**config.mk**
```make
export PLATFORM = sky130hd
export DESIGN_NAME = dgcp_cell
export DESIGN_NICKNAME = d
export VERILOG_FILES = /design/src/sv/dithered_gradient_color_pick_assert.svh /design/src/sv/dgcp_pkg.sv /design/src/sv/dgcp_cell.sv
export SDC_FILE = /design/constraint.sdc
export NUM_CORES = 1
export LEC_CHECK = 0
export BUFFER_PORTS_ARGS = -buffer_cell sky130_fd_sc_hd__buf_2
export CORE_ASPECT_RATIO = 0.5
export CORE_MARGIN = 2
export CORE_UTILIZATION = 47
export CTS_BUF_LIST = sky130_fd_sc_hd__clkbuf_8
export DETAILED_ROUTE_END_ITERATION = 7
export GPL_ROUTABILITY_DRIVEN = 0
export GPL_TIMING_DRIVEN = 0
export MAX_ROUTING_LAYER = met4
export PLACE_DENSITY = 0.82
export SLEW_MARGIN = 10
export SYNTH_ARGS = -nofsm -noshare
export SYNTH_HDL_FRONTEND = slang
export SYNTH_SLANG_ARGS = --single-unit
```
**constraint.sdc**
```tcl
create_clock -name clk -period 12.5 [get_ports clk]
set_clock_uncertainty 0.1 [all_clocks]
set_input_delay 2.5 -clock clk [delete_from_list [all_inputs] [get_ports clk]]
set_output_delay 2.5 -clock clk [all_outputs]
set_load 0.005 [all_outputs]
```
**src/sv/dithered_gradient_color_pick_assert.svh**
```systemverilog
// Assertion macros for the dithered gradient color pick block.
// Taken in by the top level; depends on no other file.
`ifndef DITHERED_GRADIENT_COLOR_PICK_ASSERT_SVH
`define DITHERED_GRADIENT_COLOR_PICK_ASSERT_SVH
`ifndef SYNTHESIS
// Same-cycle implication, disabled during reset.
`define DGCP_ASSERT_NOW(lbl, clk, rst, pre, post) \
  lbl: assert property (@(posedge clk) disable iff (rst) (pre) |-> (post)) \
    else $error("dgcp assertion failed");
// Next-cycle implication, disabled during reset.
`define DGCP_ASSERT_NEXT(lbl, clk, rst, pre, post) \
  lbl: assert property (@(posedge clk) disable iff (rst) (pre) |=> (post)) \
    else $error("dgcp assertion failed");
`else
`define DGCP_ASSERT_NOW(lbl, clk, rst, pre, post)
`define DGCP_ASSERT_NEXT(lbl, clk, rst, pre, post)
`endif
`endif

```
**src/sv/dgcp_pkg.sv**
```systemverilog
// Shared types and constants for the dithered gradient color pick block.
// Used by every module of the block; depends on nothing.
`timescale 1ns / 1ps
package dgcp_pkg;

  localparam int POS_W    = 16;
  localparam int SPAN_W   = 16;
  localparam int COORD_W  = 12;
  localparam int COLOR_W  = 8;
  localparam int LEN_W    = 9;
  localparam int LENM1_W  = 8;
  localparam int SCALED_W = POS_W + LENM1_W;
  localparam int FRAC_W   = 8;
  localparam int QUO_W    = SCALED_W + FRAC_W;
  localparam int REM_W    = SPAN_W;
  localparam int NUM_CELLS = QUO_W;
  localparam int CFG_IDX_W = 2;
  localparam int CFG_DATA_W = LEN_W;

  // Item opcodes.
  localparam logic OP_COMPUTE = 1'b0;
  localparam logic OP_WRITE   = 1'b1;

  // Configuration register indexes.
  localparam logic [CFG_IDX_W-1:0] CFG_TABLE_LENGTH = 2'd0;
  localparam logic [CFG_IDX_W-1:0] CFG_DITHER_ON    = 2'd1;
  localparam logic [CFG_IDX_W-1:0] CFG_START_COLOR  = 2'd2;

  // Dither hash weights.
  localparam logic [7:0] HASH_AND_K = 8'd83;
  localparam logic [7:0] HASH_SUM_K = 8'd63;
  localparam logic [7:0] HASH_X_K   = 8'd37;

  // Sideband that travels with an item down the divider chain.
  typedef struct packed {
    logic               op;
    logic [SPAN_W-1:0]  span;
    logic               zero;
    logic [7:0]         hash;
    logic [LENM1_W-1:0] len_m1;
    logic               dither;
    logic [COLOR_W-1:0] start_color;
    logic [7:0]         entry_index;
    logic [COLOR_W-1:0] entry_color;
  } tag_t;

  // Divider state: partial remainder and the dividend/quotient shift word.
  typedef struct packed {
    logic [REM_W-1:0] rem;
    logic [QUO_W-1:0] word;
  } div_t;

endpackage

```
**src/sv/dgcp_cell.sv**
```systemverilog
// One restoring division cell: produces one quotient bit per item per cycle unless the next stage stalls.
// Depends on dgcp_pkg.
`timescale 1ns / 1ps
module dgcp_cell (
  input  logic           clk,
  input  logic           rst,
  input  logic           up_valid,
  output logic           up_ready,
  input  dgcp_pkg::tag_t up_tag,
  input  dgcp_pkg::div_t up_div,
  output logic           down_valid,
  input  logic           down_ready,
  output dgcp_pkg::tag_t down_tag,
  output dgcp_pkg::div_t down_div
);
  import dgcp_pkg::*;

  logic             valid;
  logic [REM_W:0]   trial;
  logic [REM_W:0]   diff;
  logic             ge;
  dgcp_pkg::div_t   div_next;

  // Shift the next dividend bit into the remainder and try the subtraction.
  assign trial = {up_div.rem, up_div.word[QUO_W-1]};
  assign diff  = trial - {1'b0, up_tag.span};
  assign ge    = (trial >= {1'b0, up_tag.span});

  always_comb begin
    div_next.rem  = ge ? diff[REM_W-1:0] : trial[REM_W-1:0];
    div_next.word = {up_div.word[QUO_W-2:0], ge};
  end

  assign up_ready   = !valid || down_ready;
  assign down_valid = valid;

  always_ff @(posedge clk) begin
    if (rst) begin
      valid <= 1'b0;
    end else if (up_ready) begin
      valid <= up_valid;
    end
  end

  always_ff @(posedge clk) begin
    if (up_ready) begin
      down_tag <= up_tag;
      down_div <= div_next;
    end
  end

endmodule

```
==> flow_metrics.tcl <==
set metrics [dict create \
    dp_hpwl_um 7680 \
    drcViolationCount 0 \
    switchingPower_uw 187 \
    synth_warnings 0 \
    finalCritPeriodShare_pct 48.0 \
    die_h_um 72.6 \
    yosysMostFrequentCell "edfxtp_1" \
    synth_top_area_share_pct 72.7 \
    antenna_found_initial 0 \
    grt_max_degree 62 \
    hold_path.class "flip-flop to flip-flop" \
    synth_edf_count 107 \
    syn_area_per_cell_um2 16.7 \
    p_comb_share_pct 16.1 \
    setup_viol_count_final 0 \
    grt_pass1_vias 2883 \
    ys_types 49 \
    syn-num-nets 392 \
    gr-max-usage-layer "met2" \
    wl_um 10100 \
    slew_headroom_pct 53.3 \
    netlist_area_mm2 0.00442 \
    fmax_mhz 167 \
    diodes 0 \
    grt_pass1_wl_um 14700 \
    criticalPathCategory "input port to output pin" \
    slew_violations 0 \
    vias 3046 \
    path_max_fanout 49 \
    cts_resized 0 \
    clock_latency_ps 370 \
    fillCellCount 682 \
    place_area_mm2 0.00570 \
    synth_area_leader_cell "edfxtp_1" \
    cts_setup_buffers 0 \
    start_util_pct 49.6 \
    pin_count 220 \
    clockRootBuffer "clkbuf_8" \
    wl_per_cell_um 16.3 \
    p_leak_uw 0.00276 \
    grt_usage_pct 19.7 \
    hold_viol 0 \
    drtIter0Drc 169 \
    globalRouteMet2Util_pct 34.8 \
    cts_buffers 9 \
    swShare_pct 24.0 \
    rows 24 \
    cp.arrival_ps 3400 \
    fp.dieArea_mm2 0.0102 \
    holdBufCountCts 0 \
    met3_usage_pct 4.95 \
    die_x_um 141 \
    end_kind "output pin" \
    cts_buffer_depth 2 \
    setup_tns_ps 0 \
    vias_per_cell 4.94 \
    synthCells 264 \
    timing.critical_path.from_type "input port" \
    synth_ff_type "edfxtp_1" \
    synth-seq-area-share_pct 73.2 \
    num-nets-final 623 \
    cts_tree "built" \
    rsz0062_at_grt "false" \
    internal_power_uw 593 \
    period_needed_ps 6000 \
    tightest_slew_ps 700 \
    core_mm2 0.00892 \
    path_clk_slew_ps 100 \
    design_area_mm2 0.00590 \
    clkSinkCount 108 \
    drive_above_1_share_pct 50.8 \
    multi_input_area_mm2 0.00105 \
    port_buffers 219 \
    seq_area_mm2 0.00323 \
    overflow 0 \
    async_flop_share_pct 0 \
    peakVddDrop_v 0.0000580 \
    p_per_area_mw_per_mm2 132 \
    grt_use_met1_pct 22.2 \
    p_clk_share_pct 27.3 \
    htree_levels 3 \
    ys_top_cells_by_count "107 x edfxtp_1, 21 x inv_1, 16 x ha_1" \
    outcome "complete, no violations" \
    dr.pass1.iters 4 \
    cap_violations 0 \
    ant_nets 0 \
    yosys-top-cells-area "edfxtp_1 73%, ha_1 4.5%, mux2_4 2.4%" \
    syn_to_final_growth_pct 33.4 \
    p_total_uw 780 \
    ys_ff_latch 108 \
    crit_required_ps 9900 \
    seq_power_share_pct 56.6 \
]
[through the flow]
| step | worst slack [ps] | cells | utilization (%) | hold slack [ps] |
|---|---|---|---|---|
| 4_1_cts | 6500 | 617 | 66.1 | 977 |
| 3_5_place_dp | 6500 | 601 | 63.9 | 959 |
| 5_1_grt | 6440 | 617 | 66.1 | 1030 |
| 2_1_floorplan | 4760 | 264 | - | 2470 |
| 3_3_place_gp | 3330 | 600 | 63.5 | 2560 |
| 6_report | 6500 | 617 | 66.1 | 958 |
[final cells by class]
type / count / area share (%)
Buffer: 6 / 0.934
Inverter: 22 / 1.44
Sequential cell: 108 / 54.8
Clock inverter: 7 / 1.27
Timing Repair Buffer: 220 / 19.1
Clock buffer: 9 / 2.10
Tap cell: 117 / 2.48
Multi-Input combinational cell: 128 / 17.9
[cell usage in the layout, fill, tap and decap left out, types with 3 or more instances in the layout]
cell type  instances
mux2_4             7
a211oi_1           3
mux2_2             3
a211o_1            3
a21boi_0           3
edfxtp_1         107
a21oi_1            4
o31ai_1            4
ha_1              16
nor2_1            12
xor2_1             4
o21ai_0            6
xnor2_1            5
o211a_1            3
inv_1             21
nor3_1             3
o21a_1             4
a21o_1             5
clkbuf_8           9
mux2i_1            4
nand2_1            6
buf_2            220
nand3_1            3
[registers in the layout (all words and copies together), names as in the netlist]
register    count
down_div       48
down_valid      1
down_tag       59
[power by group through the flow]
stage / sequential (uW) / combinational (uW) / clock [uW]
2_1_floorplan: 457 / 57.4 / 0
3_3_place_gp: 451 / 121 / 0
3_5_place_dp: 450 / 126 / 0
4_1_cts: 442 / 127 / 220
5_1_grt: 445 / 137 / 232
6_report: 442 / 126 / 213
[cell families after synthesis]
group / count (synthesis) / share of synthesized area, %
adder cells (fa/ha/maj): 17 / 4.98
multiplexers: 14 / 4.05
buffers and inverters: 28 / 3.17
AO/OA/AOI/OAI: 48 / 8.15
flip-flops: 108 / 73.2
AND/OR/NAND/NOR: 40 / 4.70
XOR/XNOR: 9 / 1.78
[worst paths after layout]
check	to	slack (ps)	depth (start not counted)	start
worst max-delay path	up_ready	6500	3	down_ready
worst max register to register	down_tag[15]$_DFFE_PP_	10830	2	down_valid$_SDFFE_PP0P_
worst min register to register	down_valid$_SDFFE_PP0P_	960	2	down_valid$_SDFFE_PP0P_
worst min-delay path	down_valid$_SDFFE_PP0P_	960	2	down_valid$_SDFFE_PP0P_
[critical path: stages]
cell      delay [ps]
buf_2             80
nand2b_4         560
buf_2            230
[layer usage]
| metal | vias to the layer above | share of wire, % |
|---|---|---|
| met5 | - | 0 |
| met4 | 0 | 1.2 |
| met3 | 12 | 5.4 |
| met2 | 107 | 54 |
| met1 | 1451 | 39 |
| li1 | 1476 | - |
(Power assumes the default switching activity.)
