### config.mk
export PLATFORM = sky130hd
export DESIGN_NAME = dgcp_prep
export DESIGN_NICKNAME = d
export VERILOG_FILES = /design/src/sv/dithered_gradient_color_pick_assert.svh /design/src/sv/dgcp_pkg.sv /design/src/sv/dgcp_prep.sv
export SDC_FILE = /design/constraint.sdc
export NUM_CORES = 1
export LEC_CHECK = 0
export ABC_AREA = 0
export ABC_CLOCK_PERIOD_IN_PS = 5750
export BUFFER_PORTS_ARGS = -buffer_cell sky130_fd_sc_hd__buf_2
export CAP_MARGIN = 10
export CORE_ASPECT_RATIO = 0.7
export CORE_MARGIN = 10
export CORE_UTILIZATION = 51
export CTS_CLUSTER_DIAMETER = 60
export DETAILED_ROUTE_END_ITERATION = 7
export GPL_TIMING_DRIVEN = 0
export PLACE_DENSITY = 0.83
export SLEW_MARGIN = 15
export SYNTH_ARGS = -nofsm -noshare
export SYNTH_HDL_FRONTEND = slang
export SYNTH_SLANG_ARGS = --single-unit
export TNS_END_PERCENT = 50
### constraint.sdc
create_clock -name clk -period 5.75 [get_ports clk]
set_input_delay 0 -clock clk [delete_from_list [all_inputs] [get_ports clk]]
set_output_delay 0 -clock clk [all_outputs]
set_load 0.02 [all_outputs]
### src/sv/dithered_gradient_color_pick_assert.svh
// Assertion macros for the dithered gradient color pick block.
// Taken in by the top level; depends on no other file.
`ifndef DITHERED_GRADIENT_COLOR_PICK_ASSERT_SVH
`define DITHERED_GRADIENT_COLOR_PICK_ASSERT_SVH
`ifndef SYNTHESIS
// Same-cycle implication, disabled during reset.
`define DGCP_ASSERT_NOW(lbl, clk, rst, pre, post) \
  lbl: assert property (@(posedge clk) disable iff (rst) (pre) |-> (post)) \
    else $error("dgcp assertion failed");
// Next-cycle implication, disabled during reset.
`define DGCP_ASSERT_NEXT(lbl, clk, rst, pre, post) \
  lbl: assert property (@(posedge clk) disable iff (rst) (pre) |=> (post)) \
    else $error("dgcp assertion failed");
`else
`define DGCP_ASSERT_NOW(lbl, clk, rst, pre, post)
`define DGCP_ASSERT_NEXT(lbl, clk, rst, pre, post)
`endif
`endif

### src/sv/dgcp_pkg.sv
// Shared types and constants for the dithered gradient color pick block.
// Used by every module of the block; depends on nothing.
`timescale 1ns / 1ps
package dgcp_pkg;

  localparam int POS_W    = 16;
  localparam int SPAN_W   = 16;
  localparam int COORD_W  = 12;
  localparam int COLOR_W  = 8;
  localparam int LEN_W    = 9;
  localparam int LENM1_W  = 8;
  localparam int SCALED_W = POS_W + LENM1_W;
  localparam int FRAC_W   = 8;
  localparam int QUO_W    = SCALED_W + FRAC_W;
  localparam int REM_W    = SPAN_W;
  localparam int NUM_CELLS = QUO_W;
  localparam int CFG_IDX_W = 2;
  localparam int CFG_DATA_W = LEN_W;

  // Item opcodes.
  localparam logic OP_COMPUTE = 1'b0;
  localparam logic OP_WRITE   = 1'b1;

  // Configuration register indexes.
  localparam logic [CFG_IDX_W-1:0] CFG_TABLE_LENGTH = 2'd0;
  localparam logic [CFG_IDX_W-1:0] CFG_DITHER_ON    = 2'd1;
  localparam logic [CFG_IDX_W-1:0] CFG_START_COLOR  = 2'd2;

  // Dither hash weights.
  localparam logic [7:0] HASH_AND_K = 8'd83;
  localparam logic [7:0] HASH_SUM_K = 8'd63;
  localparam logic [7:0] HASH_X_K   = 8'd37;

  // Sideband that travels with an item down the divider chain.
  typedef struct packed {
    logic               op;
    logic [SPAN_W-1:0]  span;
    logic               zero;
    logic [7:0]         hash;
    logic [LENM1_W-1:0] len_m1;
    logic               dither;
    logic [COLOR_W-1:0] start_color;
    logic [7:0]         entry_index;
    logic [COLOR_W-1:0] entry_color;
  } tag_t;

  // Divider state: partial remainder and the dividend/quotient shift word.
  typedef struct packed {
    logic [REM_W-1:0] rem;
    logic [QUO_W-1:0] word;
  } div_t;

endpackage

### src/sv/dgcp_prep.sv
// Front stage: takes an input word, scales the position and hashes the pixel.
// Depends on dgcp_pkg.
`timescale 1ns / 1ps
module dgcp_prep #(
  parameter int TABLE_DEPTH = 256
) (
  input  logic                         clk,
  input  logic                         rst,
  input  logic                         up_valid,
  output logic                         up_ready,
  input  logic                         opcode,
  input  logic [15:0]                  position,
  input  logic [15:0]                  span,
  input  logic [11:0]                  pixel_x,
  input  logic [11:0]                  pixel_y,
  input  logic [7:0]                   entry_index,
  input  logic [7:0]                   entry_color,
  input  logic [dgcp_pkg::LEN_W-1:0]   table_length,
  input  logic                         dither_on,
  input  logic [dgcp_pkg::COLOR_W-1:0] start_color,
  output logic                         down_valid,
  input  logic                         down_ready,
  output dgcp_pkg::tag_t               down_tag,
  output dgcp_pkg::div_t               down_div
);
  import dgcp_pkg::*;

  logic               valid;
  logic [LENM1_W-1:0] len_m1;
  logic [SCALED_W-1:0] scaled;
  logic [7:0]         xy_and;
  logic [7:0]         xy_sum;
  logic [15:0]        prod_and;
  logic [15:0]        prod_sum;
  logic [15:0]        prod_x;
  logic [7:0]         hash;

  // Clamp the table length into one to the table depth, then take one off.
  always_comb begin
    if (table_length == '0) begin
      len_m1 = '0;
    end else if (32'(table_length) > TABLE_DEPTH) begin
      len_m1 = LENM1_W'(TABLE_DEPTH - 1);
    end else begin
      len_m1 = LENM1_W'(table_length - LEN_W'(1));
    end
  end

  assign scaled = SCALED_W'(position) * SCALED_W'(len_m1);

  // The hash is taken modulo 256, so only the low byte of each term matters.
  assign xy_and   = pixel_x[7:0] & pixel_y[7:0];
  assign xy_sum   = pixel_x[7:0] + pixel_y[7:0];
  assign prod_and = {8'd0, xy_and} * {8'd0, HASH_AND_K};
  assign prod_sum = {8'd0, xy_sum} * {8'd0, HASH_SUM_K};
  assign prod_x   = {8'd0, pixel_x[7:0]} * {8'd0, HASH_X_K};
  assign hash     = prod_and[7:0] + prod_sum[7:0] + prod_x[7:0];

  assign up_ready   = !valid || down_ready;
  assign down_valid = valid;

  // Stage register.
  always_ff @(posedge clk) begin
    if (rst) begin
      valid <= 1'b0;
    end else if (up_ready) begin
      valid <= up_valid;
    end
  end

  always_ff @(posedge clk) begin
    if (up_ready) begin
      down_tag.op          <= opcode;
      down_tag.span        <= span;
      down_tag.zero        <= (span == '0);
      down_tag.hash        <= hash;
      down_tag.len_m1      <= len_m1;
      down_tag.dither      <= dither_on;
      down_tag.start_color <= start_color;
      down_tag.entry_index <= entry_index;
      down_tag.entry_color <= entry_color;
      down_div.rem         <= '0;
      down_div.word        <= {scaled, FRAC_W'(0)};
    end
  end

endmodule

==> impl_metrics.yaml <==
status:
  outcome: "completed"
timing:
  rsz0062_at_grt: "true"
  setup_viol: 0
  tns_ns: 0
  hold-worst-slack_ns: 0.0194
  slew_headroom_pct: 45.5
  worst_pin_slew_ns: 0.818
  finalHoldViolCount: 0
  slew_viol_final: 0
  final.period_utilization_pct: 97.4
  fmax_mhz: 179
  worst_slack_ns: 0.149
  skew_ns: 0.00602
  finalCriticalPeriod_ns: 5.60
worst_setup_path:
  arrival_ns: 5.67
  crit_path_end_kind: "register"
  critical_path.max_stage_delay_ns: 0.59
  path_buf_inv: 2
  cp.required_ns: 5.82
  cp_max_fo: 3
  path_class: "in -> reg"
  crit_chain: "buf_12 -> ha_4 -> fa_2 -> a21o_1 -> a21oi_2 -> o21bai_1 -> a21oi_2 -> xor2_1 -> buf_4 -> fa_1 -> fa_1 -> fa_1 -> fa_1 -> fa_1 -> fa_2 -> xor2_2 -> xnor2_1 -> xnor2_1 -> xnor2_1 -> xnor2_1 -> xnor2_1 -> xnor3_1"
  cp-start-kind: "input pin"
  cpMaxStageDelayCell: "fa_1"
  crit_family: "adder cells"
route:
  wire_per_inst_um: 17.2
  route.detailed.drc: 0
  via_per_inst: 5.04
  first_iter_violations: 390
  num_vias: 6641
  drt-total-wl_um: 22700
  ant_nets: 0
  firstDrtPassIters: 4
floorplan:
  ios: 204
  core-area_um2: 17100
  initial_core_util_pct: 51.8
  num_rows: 40
  die_area_um2: 23100
  die_width_um: 178
  die_h_um: 130
clock_network:
  cts_root_buffer: "clkbuf_16"
  htreeDepth: 3
  clockBufferDepth: 2
  cts_buffers: 9
  clk_latency_ns: 0.34
  cts_tree: "yes"
  clock-sinks: 84
  path_clk_slew_ns: 0.07
final_layout:
  stdcell_count: 1318
  nNetsFinal: 1381
  final_area_um2: 11100
  utilization_pct: 64.7
  areaGrowthSynthToFinish_pct: 24.9
  final_cell_mix: "inv_1, buf_2, fa_1"
  drive_above_1_share_pct: 24.2
  layout_commonest_cell: "inv_1"
power_and_ir_drop:
  pwr-share-comb_pct: 75.6
  leakagePower_nw: 5.48
  power_switching_mw: 3.30
  p_int_mw: 3.79
  seqPwrFrac_pct: 15.8
  clkPwrFrac_pct: 8.5
  ir_worst_vdd_mv: 0.467
  swShare_pct: 46.6
  p_total_mw: 7.10
  powerDensity_nw_per_um2: 641
placed_design:
  pre_cts_ws_ns: -0.693
  portBuffers: 171
  dpl.hpwl_um: 17800
  post_dp_cell_area_um2: 10100
  dp_cells: 1249
  gp_congestion: 0.901
global_routing:
  track_usage_pct: 20.0
  grt_max_degree: 55
  antenna_found_initial: 0
  grt_pass1_vias: 7164
  grt_pass1_wl_um: 36400
  grt-ovfl-total: 0
synth:
  postSynthCellCount: 823
  synth_edf_count: 83
  yosysWarnings: 0
  synth_area_per_cell_um2: 10.8
  async_reset_ff_share_pct: 0
  ys_types: 52
  seq_area_frac_synth_pct: 28.3
  ys_seq_elements: 84
  synth_flop_cell: "edfxtp_1"
  netlist_area_um2: 8860
flow_run:
  max_cap_viol_count: 0
hold_path:
  hold_path.class: "in -> reg"
-- repair_timing --
item,in CTS,in global routing
buffers inserted,1,7
hold buffers,44,0
resized for setup,6,35
endpoints found under the setup margin,1,11
pin swaps,5,29
hold endpoints to repair,43,0
-- metal layers --
metal  GRT usage [%]  up-vias  share of wire, %
met3            6.93       22                10
met1            25.5     3272                42
met5               0        -                 0
met4            4.74        0               1.6
li1                -     3076                 -
met2            32.1      271                46
-- power groups by stage --
stage	Combinational, mW	Clock, mW	Sequential, mW
4_1_cts	5.08	0.621	1.12
6_report	5.37	0.604	1.12
3_3_place_gp	4.97	0	1.13
5_1_grt	6.07	0.651	1.14
3_5_place_dp	5.15	0	1.13
2_1_floorplan	3.80	0	1.31
-- Yosys cell counts, types with 2 or more instances --
library cell	instances	area share [%]
inv_1	179	7.6
fa_1	116	26
ha_1	89	13
edfxtp_1	83	28
and2_1	73	5.2
nand2_1	56	2.4
xnor2_1	41	4.1
a21oi_1	28	1.6
buf_4	24	2.0
nor2_1	14	0.59
nor2b_1	14	0.99
xor2_1	11	1.1
a21o_1	10	0.85
o21ai_0	9	0.51
nor3_1	8	0.45
buf_2	6	0.34
nand2b_1	5	0.35
o211ai_1	5	0.42
nand3_1	4	0.23
nor4_1	4	0.28
o21a_1	4	0.34
o21bai_1	4	0.34
nand4_1	3	0.21
a211oi_1	2	0.17
and4_1	2	0.20
nand3b_1	2	0.17
o21ai_1	2	0.11
-- path summary, 6_finish.rpt --
check | from | to | slack [ns] | cells past startpoint
min reg2reg | down_valid | down_tag[26] | 1.12 | 1
max | pixel_x[0] | down_tag[40] | 0.15 | 22
max reg2reg | down_valid | down_valid | 3.96 | 3
min | pixel_y[0] | down_tag[33] | 0.02 | 2
-- worst reg2reg max path, cell delays in order (launching register included) --
cell	delay [ns]
dfxtp_1	0.34
nand2b_4	0.56
a21oi_1	0.17
dlygate4sd3_1	0.60
-- registers in the layout (all words and copies together), names as in the netlist --
name	cells
down_div	24
down_tag	59
down_valid	1
-- cells by family after synthesis --
kind of cell    share of synthesized area [%]
xor+xnor                                 5.39
fa+ha+maj                                38.8
compound gates                           5.86
buf+inv                                  10.1
other cells                            0.0423
simple gates                             11.5
flops                                    28.3
-- area by class of cell --
type / count / area (µm²)
fillers: 1379 / 6050
multi-input cells: 551 / 5650
flip-flops and latches: 84 / 2510
repair buffers: 224 / 1400
inverters: 179 / 672
well taps: 231 / 289
plain buffers: 32 / 228
clock buffers: 9 / 225
clock inverters: 7 / 80.1
diodes: 1 / 2.50
(Power assumes the default switching activity.)
