## src/sv/dithered_gradient_color_pick_assert.svh

```systemverilog
// Assertion macros for the dithered gradient color pick block.
// Taken in by the top level; depends on no other file.
`ifndef DITHERED_GRADIENT_COLOR_PICK_ASSERT_SVH
`define DITHERED_GRADIENT_COLOR_PICK_ASSERT_SVH
`ifndef SYNTHESIS
// Same-cycle implication, disabled during reset.
`define DGCP_ASSERT_NOW(lbl, clk, rst, pre, post) \
  lbl: assert property (@(posedge clk) disable iff (rst) (pre) |-> (post)) \
    else $error("dgcp assertion failed");
// Next-cycle implication, disabled during reset.
`define DGCP_ASSERT_NEXT(lbl, clk, rst, pre, post) \
  lbl: assert property (@(posedge clk) disable iff (rst) (pre) |=> (post)) \
    else $error("dgcp assertion failed");
`else
`define DGCP_ASSERT_NOW(lbl, clk, rst, pre, post)
`define DGCP_ASSERT_NEXT(lbl, clk, rst, pre, post)
`endif
`endif

```

## src/sv/dgcp_pkg.sv

```systemverilog
// Shared types and constants for the dithered gradient color pick block.
// Used by every module of the block; depends on nothing.
`timescale 1ns / 1ps
package dgcp_pkg;

  localparam int POS_W    = 16;
  localparam int SPAN_W   = 16;
  localparam int COORD_W  = 12;
  localparam int COLOR_W  = 8;
  localparam int LEN_W    = 9;
  localparam int LENM1_W  = 8;
  localparam int SCALED_W = POS_W + LENM1_W;
  localparam int FRAC_W   = 8;
  localparam int QUO_W    = SCALED_W + FRAC_W;
  localparam int REM_W    = SPAN_W;
  localparam int NUM_CELLS = QUO_W;
  localparam int CFG_IDX_W = 2;
  localparam int CFG_DATA_W = LEN_W;

  // Item opcodes.
  localparam logic OP_COMPUTE = 1'b0;
  localparam logic OP_WRITE   = 1'b1;

  // Configuration register indexes.
  localparam logic [CFG_IDX_W-1:0] CFG_TABLE_LENGTH = 2'd0;
  localparam logic [CFG_IDX_W-1:0] CFG_DITHER_ON    = 2'd1;
  localparam logic [CFG_IDX_W-1:0] CFG_START_COLOR  = 2'd2;

  // Dither hash weights.
  localparam logic [7:0] HASH_AND_K = 8'd83;
  localparam logic [7:0] HASH_SUM_K = 8'd63;
  localparam logic [7:0] HASH_X_K   = 8'd37;

  // Sideband that travels with an item down the divider chain.
  typedef struct packed {
    logic               op;
    logic [SPAN_W-1:0]  span;
    logic               zero;
    logic [7:0]         hash;
    logic [LENM1_W-1:0] len_m1;
    logic               dither;
    logic [COLOR_W-1:0] start_color;
    logic [7:0]         entry_index;
    logic [COLOR_W-1:0] entry_color;
  } tag_t;

  // Divider state: partial remainder and the dividend/quotient shift word.
  typedef struct packed {
    logic [REM_W-1:0] rem;
    logic [QUO_W-1:0] word;
  } div_t;

endpackage

```

## src/sv/dgcp_pick.sv

```systemverilog
// Back stage: rounds or dithers the quotient, saturates it and reads the color table.
// Holds the color table memory and the output register; depends on dgcp_pkg.
`timescale 1ns / 1ps
module dgcp_pick #(
  parameter int TABLE_DEPTH = 256
) (
  input  logic                         clk,
  input  logic                         rst,
  input  logic                         up_valid,
  output logic                         up_ready,
  input  dgcp_pkg::tag_t               up_tag,
  input  dgcp_pkg::div_t               up_div,
  output logic                         out_valid,
  input  logic                         out_ready,
  output logic [dgcp_pkg::COLOR_W-1:0] color
);
  import dgcp_pkg::*;

  localparam int IDX_W = (TABLE_DEPTH > 1) ? $clog2(TABLE_DEPTH) : 1;

  logic [COLOR_W-1:0]  mem [TABLE_DEPTH];
  logic [SCALED_W-1:0] q_int;
  logic [FRAC_W-1:0]   q_frac;
  logic                inc;
  logic [SCALED_W:0]   idx_sum;
  logic [LENM1_W-1:0]  idx_sat;
  logic [IDX_W-1:0]    rd_addr;
  logic                take;
  logic                load;
  logic                wr_en;
  logic [COLOR_W-1:0]  rd_data;
  logic                zero_q;
  logic [COLOR_W-1:0]  start_q;

  // Dither compares the fraction with the hash; rounding looks at its top bit.
  assign q_int  = up_div.word[QUO_W-1:FRAC_W];
  assign q_frac = up_div.word[FRAC_W-1:0];
  assign inc    = up_tag.dither ? (q_frac > up_tag.hash) : q_frac[FRAC_W-1];

  // Saturate to the last active entry.
  assign idx_sum = {1'b0, q_int} + (SCALED_W + 1)'(inc);
  always_comb begin
    if (idx_sum > (SCALED_W + 1)'(up_tag.len_m1)) begin
      idx_sat = up_tag.len_m1;
    end else begin
      idx_sat = idx_sum[LENM1_W-1:0];
    end
  end
  assign rd_addr = idx_sat[IDX_W-1:0];

  // A write word retires at once; a compute word needs the output register.
  assign up_ready = (up_tag.op == OP_WRITE) || !out_valid || out_ready;
  assign take     = up_valid && up_ready;
  assign load     = take && (up_tag.op == OP_COMPUTE);
  assign wr_en    = take && (up_tag.op == OP_WRITE) &&
                    ({24'd0, up_tag.entry_index} < TABLE_DEPTH);

  // Color table with registered read.
  always_ff @(posedge clk) begin
    if (wr_en) begin
      mem[up_tag.entry_index[IDX_W-1:0]] <= up_tag.entry_color;
    end
    if (load) begin
      rd_data <= mem[rd_addr];
    end
  end

  always_ff @(posedge clk) begin
    if (load) begin
      zero_q  <= up_tag.zero;
      start_q <= up_tag.start_color;
    end
  end

  // Output valid flag.
  always_ff @(posedge clk) begin
    if (rst) begin
      out_valid <= 1'b0;
    end else if (load) begin
      out_valid <= 1'b1;
    end else if (out_ready) begin
      out_valid <= 1'b0;
    end
  end

  assign color = zero_q ? start_q : rd_data;

endmodule

```

## config.mk

```make
export PLATFORM = sky130hd
export DESIGN_NAME = dgcp_pick
export DESIGN_NICKNAME = d
export VERILOG_FILES = /design/src/sv/dithered_gradient_color_pick_assert.svh /design/src/sv/dgcp_pkg.sv /design/src/sv/dgcp_pick.sv
export SDC_FILE = /design/constraint.sdc
export NUM_CORES = 2
export LEC_CHECK = 0
export ABC_AREA = 1
export BUFFER_PORTS_ARGS = -buffer_cell sky130_fd_sc_hd__buf_2
export CORE_UTILIZATION = 45
export CTS_CLUSTER_SIZE = 14
export DETAILED_ROUTE_END_ITERATION = 10
export PLACE_DENSITY = 0.57
export SLEW_MARGIN = 15
export SYNTH_ARGS = -nofsm -noshare
export SYNTH_HDL_FRONTEND = slang
export SYNTH_SLANG_ARGS = --single-unit
```

## constraint.sdc

```tcl
create_clock -name clk -period 6.2 [get_ports clk]
set_clock_uncertainty 0.1 [all_clocks]
set_input_delay 0.31 -clock clk [delete_from_list [all_inputs] [get_ports clk]]
set_output_delay 0.31 -clock clk [all_outputs]
set_load 0.05 [all_outputs]
```

==> flow_summary.json <==
{
  "numCtsBuffers": 212,
  "clk_path_buf_depth": 3,
  "setup_tns_ps": 0,
  "setup_violations": 0,
  "min_period_over_period": 0.8538,
  "fin_crit_ps": 5294,
  "grt_pass1_vias": 58800,
  "ys_seq_area_frac": 0.6804,
  "netlist.area_leader.share": 0.6802,
  "die-area_um2": 204400,
  "cp-endpoint": "rd_data[1]$_DFFE_PP_",
  "seq_area_um2": 62030,
  "cts_tree": "built",
  "drv_cap": 0,
  "mostFrequentLayoutCells": "nand2_1, edfxtp_1, nand3_1",
  "clkTransAtPathRegs_ps": 60,
  "slowest_delay_ps": 300,
  "dpl.cell_count": 11400,
  "synth_cell_types": 34,
  "critPathBufInv": 7,
  "crit_arrival_ps": 5810,
  "nets": 9114,
  "hold_viol_final": 0,
  "yosys-top-cells-area": "edfxtp_1, nand2_1, nand3_1",
  "ioPinCount": 121,
  "ctsHoldBuffers": 22,
  "dieWidth_um": 452.1,
  "syn_area_um2": 91170,
  "grt_usage": 0.2507,
  "layout_commonest_cell": "nand2_1",
  "critPathMaxFanout": 65,
  "status": "complete, no violations",
  "post_cts_resized": 0,
  "post_cts_buffers": 0,
  "synthToLayoutAreaGrowth_pct": 12.70,
  "place_ws_ps": 118.9,
  "io_buffer_count": 88,
  "gp_congestion": 0.9171,
  "drt-total-wl_um": 257400,
  "first_iter_violations": 6299,
  "critPathLaunchType": "primary input",
  "die_h_um": 452.1,
  "p_leak_nw": 42.08,
  "cp_top_family": "simple AND/OR/NAND/NOR gates",
  "viasPerCell": 5.250,
  "vdd_drop_max_v": 0.0003476,
  "fillers": 17690,
  "grt_max_degree": 150,
  "maxSlewHeadroom": 0.2976,
  "drc": 0,
  "grt_antenna_before_repair": 7,
  "slew_violations": 0,
  "worst_pin_slew_ps": 1051,
  "critPathKind": "in2reg",
  "required_ps": 6710,
  "cp-end-kind": "flip-flop",
  "startpoint": "up_tag[36]",
  "reg2reg_from": "mem[174][1]$_DFFE_PP_",
  "rows": 164,
  "fin_cells": 11830,
  "ys_ff_latch": 2066,
  "dp_hpwl_um": 152600,
  "postSynthCellCount": 8880,
  "grt_pass1_wl_um": 381700,
  "fmax_ghz": 0.1889,
  "yosysWarnings": 0,
  "path_depth": 38,
  "initial_core_util": 0.4547,
  "crit_top_cell": "nand3_1",
  "clockRootBuffer": "clkbuf_16",
  "total_power_mw": 29.71,
  "syn_area_per_cell_um2": 10.27,
  "setup_ws_ps": 906.2,
  "firstDrtPassIters": 8,
  "clock_latency_ps": 870,
  "r2r_slack_ps": 4000,
  "multi_input_area_um2": 21470,
  "synth_nets": 9010,
  "wl_per_cell_um": 21.77,
  "synth_largest_area_cell": "edfxtp_1",
  "overflow": 0,
  "via_count": 62090,
  "dpl_cell_area_um2": 95940,
  "ant_nets": 0,
  "drive_above_1_share": 0.07289,
  "hold_class": "in2reg",
  "p_per_area_nw_per_um2": 289.2,
  "slowest_stage": "ha_1",
  "cts_max_level": 4,
  "worstRegToRegCells": 9,
  "fin_area_um2": 102700,
  "grt_setup_unrepaired": "false",
  "timing.rr.end": "rd_data[1]$_DFFE_PP_",
  "coreArea_um2": 200500,
  "cts_sinks": 2066
}
-- through the flow --
stage	utilization	hold WS, ps
6_report	0.5125	63.63
5_1_grt	0.5124	49.53
4_1_cts	0.5124	4.875
3_5_place_dp	0.4786	369.9
3_3_place_gp	0.4786	369.0
2_1_floorplan	-	279.1
-- tightest hold or removal path, delay by kind of cell --
kind / cells / cell delay (ps)
and+or+nand+nor: 2 / 140
buffers and inverters: 2 / 370
-- per-layer routing --
metal  vias to the layer above  routed length (um)  GRT usage
met5                         -                   0          0
met4                         0                7223    0.07410
met3                       397               20040    0.03827
met2                      2384              117400     0.3937
met1                     30000              112700     0.3603
li1                      29310                   -          -
-- kinds of logic after synthesis --
| kind of cell | count (synthesis) | synth area share |
|---|---|---|
| AO/OA/AOI/OAI | 75 | 0.005805 |
| XOR/XNOR | 6 | 0.0005765 |
| adder cells (fa/ha/maj) | 19 | 0.002608 |
| buffers and inverters | 1920 | 0.08512 |
| flip-flops | 2066 | 0.6804 |
| multiplexers | 8 | 0.0009882 |
| AND/OR/NAND/NOR | 4786 | 0.2245 |
-- cell type report --
| class | instances | area share |
|---|---|---|
| Antenna cell | 4 | 0.00009743 |
| Clock buffer | 274 | 0.05411 |
| Clock inverter | 121 | 0.009816 |
| Inverter | 1434 | 0.05249 |
| Multi-Input combinational cell | 4894 | 0.2089 |
| Sequential cell | 2066 | 0.6037 |
| Tap cell | 2656 | 0.03235 |
| Timing Repair Buffer | 376 | 0.03846 |
-- registers in the layout, indices dropped and copies added (netlist names) --
name / flops
mem: 2048
out_valid: 1
rd_data: 8
start_q: 8
zero_q: 1
-- report_power, final --
group	leakage, nW	internal (mW)	switching (mW)
logic	20.3	0.568	1.47
registers	18.6	15.4	0.0126
clock network	3.17	6.82	5.45
-- cell usage after synthesis --
master	count
nand2_1	2661
edfxtp_1	2065
nand3_1	1721
inv_1	1430
buf_2	370
nor2_1	316
clkbuf_1	77
nand3b_1	58
o211ai_1	51
buf_1	25
ha_1	19
buf_6	10
nand4_1	10
a21oi_1	8
mux2_2	8
o21a_1	6
nor2_4	5
buf_4	4
nand2_2	4
nor3_1	4
o21ai_1	4
inv_2	3
o21ai_0	3
xnor2_1	3
xor2_1	3
nand2_4	2
nor2_2	2
o21ai_2	2
and2_1	1
clkinv_1	1
dfxtp_1	1
nand3_4	1
nand4_4	1
o221ai_1	1
-- how the worst min path moves through the flow --
stage                                         to  startpoint  cells past startpoint  slack, ps
final                       rd_data[4]$_DFFE_PP_   out_ready                      4         60
after global routing        start_q[5]$_DFFE_PP_  up_tag[21]                      2         50
after CTS                   rd_data[4]$_DFFE_PP_   out_ready                      4          5
after detailed placement  out_valid$_SDFFE_PP0P_         rst                      2        370
after global placement    out_valid$_SDFFE_PP0P_         rst                      2        370
after floorplan           out_valid$_SDFFE_PP0P_         rst                      1        280
Power figures use the tool's default switching activity.
